==> src/rtl/tcw_pkg.sv <==
`timescale 1ns / 1ps
package tcw_pkg;

  localparam int DEF_COLUMNS = 80;
  localparam int DEF_ROWS    = 25;

  localparam logic [7:0] CH_NEWLINE     = 8'h0A;
  localparam logic [7:0] CH_RETURN      = 8'h0D;
  localparam logic [7:0] CH_SPACE       = 8'h20;
  localparam logic [7:0] COLOR_AT_RESET = 8'h07;

  localparam logic FUNC_PUT  = 1'b0;
  localparam logic FUNC_READ = 1'b1;

  typedef enum logic [2:0] {
    ST_CLEAR,
    ST_IDLE,
    ST_READ,
    ST_FILL,
    ST_DONE
  } tcw_state_t;

  typedef struct packed {
    logic accept;
    logic clear_step;
    logic fill_step;
    logic capture;
    logic load_out;
  } tcw_cmd_t;

  typedef struct packed {
    logic read_req;
    logic scroll_req;
    logic clear_last;
    logic fill_last;
    logic out_free;
  } tcw_status_t;

endpackage

==> src/rtl/tcw_ctrl.sv <==
`timescale 1ns / 1ps
module tcw_ctrl (
  input  logic                clk,
  input  logic                rst,
  input  logic                in_valid,
  output logic                in_ready,
  input  tcw_pkg::tcw_status_t st,
  output tcw_pkg::tcw_cmd_t    cmd
);
  import tcw_pkg::*;

  tcw_state_t state;
  tcw_state_t state_next;

  always_ff @(posedge clk) begin
    if (rst) begin
      state <= ST_CLEAR;
    end else begin
      state <= state_next;
    end
  end

  always_comb begin
    state_next = state;
    unique case (state)
      ST_CLEAR: begin
        if (st.clear_last) state_next = ST_IDLE;
      end
      ST_IDLE: begin
        if (in_valid) begin
          if (st.read_req) begin
            state_next = ST_READ;
          end else if (st.scroll_req) begin
            state_next = ST_FILL;
          end else begin
            state_next = ST_DONE;
          end
        end
      end
      ST_READ: begin
        state_next = ST_DONE;
      end
      ST_FILL: begin
        if (st.fill_last) state_next = ST_DONE;
      end
      ST_DONE: begin
        if (st.out_free) state_next = ST_IDLE;
      end
      default: begin
        state_next = ST_CLEAR;
      end
    endcase
  end

  always_comb begin
    in_ready       = (state == ST_IDLE);
    cmd.accept     = (state == ST_IDLE) && in_valid;
    cmd.clear_step = (state == ST_CLEAR);
    cmd.fill_step  = (state == ST_FILL);
    cmd.capture    = (state == ST_READ);
    cmd.load_out   = (state == ST_DONE) && st.out_free;
  end

`ifndef SYNTH
  a_scroll_fills: assert property (@(posedge clk) disable iff (rst)
    cmd.accept && !st.read_req && st.scroll_req |=> state == ST_FILL)
    else $error("scrolling put did not start the row fill");

  a_read_waits: assert property (@(posedge clk) disable iff (rst)
    cmd.accept && st.read_req |=> state == ST_READ ##1 state == ST_DONE)
    else $error("read did not pass through the data stage");

  a_fill_ends: assert property (@(posedge clk) disable iff (rst)
    state == ST_FILL && st.fill_last |=> state == ST_DONE)
    else $error("row fill did not finish");
`endif

endmodule

==> config.mk <==
export PLATFORM = sky130hd
export DESIGN_NAME = tcw_ctrl
export DESIGN_NICKNAME = d
export VERILOG_FILES = /design/src/rtl/tcw_pkg.sv /design/src/rtl/tcw_ctrl.sv
export SDC_FILE = /design/constraint.sdc
export NUM_CORES = 1
export LEC_CHECK = 0
export BUFFER_PORTS_ARGS = -buffer_cell sky130_fd_sc_hd__buf_2
export CAP_MARGIN = 20
export CORE_AREA = 5 5 42 44
export CTS_BUF_LIST = sky130_fd_sc_hd__clkbuf_8
export DETAILED_ROUTE_END_ITERATION = 8
export DIE_AREA = 0 0 47 49
export GPL_TIMING_DRIVEN = 0
export PLACE_DENSITY_LB_ADDON = 0.12
export SETUP_SLACK_MARGIN = 0.02
export SLEW_MARGIN = 40
export SYNTH_ARGS = -nofsm -noshare
export SYNTH_HDL_FRONTEND = slang
export SYNTH_SLANG_ARGS = --single-unit
==> constraint.sdc <==
create_clock -name clk -period 2.1 [get_ports clk]
set_input_delay 0.105 -clock clk [delete_from_list [all_inputs] [get_ports clk]]
set_output_delay 0.105 -clock clk [all_outputs]
set_load 0.01 [all_outputs]
==> impl_metrics.tcl, run 1 <==
set metrics [dict create \
    status "completed" \
    synth_seq_area_share_pct 24.37 \
    cts_tree "built" \
    drtIter0Drc 10 \
    crit_required_ps 2000 \
    ys.flop_type "dfxtp_1" \
    p_total_mw 0.3065 \
    grt_max_degree 11 \
    critPathMaxFanout 9 \
    postLayoutCoreUtil_pct 26.88 \
    netlist_area_um2 246.5 \
    finalCriticalPeriod_ps 1341 \
    via_per_inst 4.469 \
    holdCritPathClass "input port to flip-flop" \
    avgSynthCellArea_um2 7.951 \
    synth_fp_nets 39 \
    antenna_cells 0 \
    synthArstFlopShare_pct 0 \
    htree_num_levels 1 \
    timing.hold.ws_ps 146.9 \
    skew_ps 1.161 \
    route.detailed.drc 0 \
    largest_register_ffs 3 \
    regMostFlops "state" \
    drv_cap 0 \
    ys_ff_latch 3 \
    arrival_ps 1240 \
    cp-start-kind "flip-flop" \
    yosysWarnings 0 \
    layout_common_cells "buf_2, nor2_1, nor3_1, clkbuf_8, dfxtp_1" \
    grt.overflow.total 0 \
    worst_slew_pin_slew_ps 282.0 \
    hold_buffers 0 \
    synth.area.mux_share_pct 12.18 \
    rsz0062_at_grt "no" \
    grt.total_usage_pct 6.540 \
    yosysTopAreaCellShare_pct 24.37 \
    drtAntennaViolNets 0 \
    ios 14 \
    power.density_mw_per_mm2 813.8 \
    clockRootBuffer "clkbuf_8" \
    final_layout_size_suffix_gt1_share_pct 45.83 \
    ir_worst_vdd_mv 0.2292 \
    die_w_um 47 \
    synthSimpleGateAreaFrac_pct 36.04 \
    clkLatencyLatePin_ps 210 \
    clock-sinks 3 \
    final_hold_viol_count 0 \
    gp_congestion 0.7176 \
    clockBufferDepth 2 \
    area_delta_synth_final_pct 52.79 \
    cts_setup_buffers 0 \
    final_common_cell "buf_2" \
    max_freq_ghz 0.7459 \
    ys_top_cells_by_area "dfxtp_1, mux2_4, nor2_1" \
    drv_slew 0 \
    cp-end-kind "output port" \
    ctsResizeCount 0 \
    num_vias 286 \
    grt_pass1_vias 277 \
    routed_wl_um 691 \
    antenna_found_initial 0 \
    setup_viol 0 \
    numPortBuffers 13 \
    synth_top_family_by_area "simple AND/OR/NAND/NOR gates" \
    finalSetupTns_ps 0 \
    reg_top3 "state x3" \
    yosysTopAreaCell "dfxtp_1" \
    synthAdderAreaFrac_pct 0 \
    finalCritPeriodShare_pct 63.85 \
    finalNetCount 57 \
    synthXorXnorAreaFrac_pct 0 \
    start_util_pct 17.59 \
    power_leakage_nw 0.1786 \
    die_area_mm2 0.002303 \
    synth_edf_count 0 \
    die_h_um 49 \
    relSlewSlack_pct 81.18 \
    coreArea_mm2 0.001401 \
    synth-compound-area-share_pct 20.81 \
    grt_first_pass_wirelength_um 1069 \
    rows 14 \
    synthCells 31 \
    clk_pin_slew_ps 30 \
    cts_inserted_buffers 3 \
    wl_per_cell_um 10.80 \
    dr.pass1.iters 4 \
    synth.distinct_cells 19 \
    critical_path_class "flip-flop to output port" \
]
==> per-layer routing <==
metal  up-vias  share of wire [%]  GRT usage [%]  wire (um)
met5         -                  0              0          0
met4         0                  0          6.912          0
met3         0                6.5          1.845         45
met2        10                 49          8.371        341
met1       131                 44          7.877        304
li1        145                  -              -          -
==> power breakdown <==
part / internal (mW) / switching [mW]
clock network: 0.124 / 0.0373
registers: 0.0632 / 0.00832
logic: 0.0357 / 0.0376
total: 0.223 / 0.0833
==> final cells by class <==
class                           instances  area (um2)
Multi-Input combinational cell         26       170.2
Buffer                                  2       16.27
Tap cell                               16       20.02
Sequential cell                         3       60.06
Fill cell                             167        1025
Clock buffer                            3       41.29
Timing Repair Buffer                   13       65.06
Clock inverter                          1       3.754
==> worst paths after layout <==
| kind | start | to | slack (ps) | cells after the start |
|---|---|---|---|---|
| worst max register to register | state[1] | state[2] | 930 | 4 |
| worst max-delay path | state[2] | cmd[4] | 760 | 5 |
| worst min-delay path | rst | state[2] | 150 | 2 |
| worst min register to register | state[1] | state[1] | 590 | 3 |
==> synth_stat cells, types with 2 or more instances <==
cell	number
nor2_1	5
mux2_4	2
nor3_1	3
nor3b_1	2
nand2_1	2
o21ai_1	2
dfxtp_1	3
==> cells by family after synthesis <==
logic type             after synthesis
flip-flops                           3
AO/OA/AOI/OAI                        7
buffers and inverters                2
AND/OR/NAND/NOR                     17
multiplexers                         2
==> worst max-delay path: stages (launching register included) <==
cell and delay, ps:
dfxtp_1 280, buf_2 160, nand2b_1 190, nor2_1 130
and2_1 130, buf_2 120
==> through the flow <==
stage | setup WS [ps] | cells | cell area [um2]
3_3_place_gp | 943.4 | 60 | 331.6
5_1_grt | 667.4 | 64 | 376.6
4_1_cts | 751.9 | 64 | 376.6
6_report | 759.3 | 64 | 376.6
3_5_place_dp | 928.7 | 60 | 331.6
2_1_floorplan | 1001 | 31 | 246.5
(Power assumes the default switching activity.)
==> run 2, diff against run 1 <==
clock period = 1.35 ns   (was 2.1 ns; I/O delays follow)
==> impl_metrics.tcl, run 2 (synthesis results as in run 1) <==
set metrics [dict create \
    status "completed" \
    grt.total_usage_pct 6.540 \
    die_area_mm2 0.002303 \
    antenna_found_initial 0 \
    num_vias 284 \
    routed_wl_um 700 \
    start_util_pct 17.59 \
    cts_tree "built" \
    clockRootBuffer "clkbuf_8" \
    clockBufferDepth 2 \
    largest_register_ffs 3 \
    die_h_um 49 \
    gp_congestion 0.7176 \
    holdCritPathClass "input port to flip-flop" \
    area_delta_synth_final_pct 58.38 \
    skew_ps 1.221 \
    finalNetCount 57 \
    final_layout_size_suffix_gt1_share_pct 52.08 \
    r2r_setup_slack_ps 170 \
    regMostFlops "state" \
    final_hold_viol_count 0 \
    die_w_um 47 \
    power.density_mw_per_mm2 1253 \
    numPortBuffers 13 \
    antenna_cells 0 \
    setup_viol 0 \
    cts_inserted_buffers 3 \
    critical_path_class "flip-flop to output port" \
    coreArea_mm2 0.001401 \
    grt_max_degree 11 \
    reg2reg_to "state[2]" \
    timing.hold.ws_ps 110.6 \
    route.detailed.drc 0 \
    critPathMaxFanout 9 \
    ios 14 \
    rsz0062_at_grt "no" \
    clk_pin_slew_ps 30 \
    rows 14 \
    power_leakage_nw 0.1802 \
    drtIter0Drc 6 \
    max_freq_ghz 0.7915 \
    drv_slew 0 \
    reg_top3 "state x3" \
    layout_common_cells "buf_2, nor2_1, nor3_1, clkbuf_8" \
    wl_per_cell_um 10.94 \
    clkLatencyLatePin_ps 210 \
    finalCritPeriodShare_pct 93.59 \
    relSlewSlack_pct 85.27 \
    finalSetupTns_ps 0 \
    ir_worst_vdd_mv 0.3580 \
    fillCellCount 165 \
    grt.overflow.total 0 \
    htree_num_levels 1 \
    drtAntennaViolNets 0 \
    via_per_inst 4.438 \
    crit_required_ps 1280 \
    grt_first_pass_wirelength_um 1069 \
    final_common_cell "buf_2" \
    cp-start-kind "flip-flop" \
    worst_slew_pin_slew_ps 220.2 \
    finalCriticalPeriod_ps 1263 \
    cp-end-kind "output port" \
    reg2reg_depth 4 \
    arrival_ps 1200 \
    endpoint "cmd[2]" \
    dr.pass1.iters 4 \
    clock-sinks 3 \
    drv_cap 0 \
    startpoint "state[2]" \
    worstReg2RegStart "state[1]" \
    grt_pass1_vias 277 \
]
run 2: power by group:
group	internal (mW)	switching, mW
Combinational	0.0620	0.0605
Sequential	0.0996	0.0155
Clock	0.193	0.0581
Total	0.355	0.134
run 2: worst max-delay path, stage by stage (launching register included):
cell and delay, ps:
dfxtp_1 300, buf_4 160, and2b_1 210, and2_2 180, buf_2 130
run 2: layer usage:
| metal | GRT usage [%] | part of all wire (%) | wire, um |
|---|---|---|---|
| met3 | 1.845 | 5.3 | 37 |
| met2 | 8.371 | 50 | 347 |
| met5 | 0 | 0 | 0 |
| met1 | 7.877 | 45 | 315 |
| met4 | 6.912 | 0 | 0 |
run 2: how the worst min path moves through the flow:
| stage | end | slack, ps | start | depth (start not counted) |
|---|---|---|---|---|
| 2_1_floorplan | state[2] | 160 | rst | 1 |
| 3_3_place_gp | state[2] | 330 | rst | 2 |
| 3_5_place_dp | state[2] | 330 | rst | 2 |
| 4_1_cts | state[2] | 110 | rst | 2 |
| 5_1_grt | state[2] | 120 | rst | 2 |
| 6_report | state[2] | 110 | rst | 2 |
run 2: repair_timing:
item                                    4_1_cts  5_1_grt
endpoints found under the setup margin        0        2
hold buffers                                  0        0
setup buffers                                 0        0
gates resized for setup                       0        5
run 2: layout make-up:
cell class	instances	area [um2]	share of cell area [%]
clock inverter	1	3.754	0.9615
buffer	2	18.77	4.808
timing repair buffer	13	65.06	16.67
tap	16	20.02	5.128
multi-input combinational	26	180.2	46.15
clock buffer	3	41.29	10.58
sequential	3	61.31	15.71
run 2: stage by stage:
step	instance area (um2)	power, mW	setup WS, ps	utilization, %	std cells
2_1_floorplan	246.5	0.1825	282.8	-	31
3_3_place_gp	331.6	0.2278	193.4	23.66	60
3_5_place_dp	331.6	0.2283	178.7	23.66	60
4_1_cts	376.6	0.4860	39.43	26.88	64
5_1_grt	390.4	0.5258	34.64	27.86	64
6_report	390.4	0.4892	86.56	27.86	64
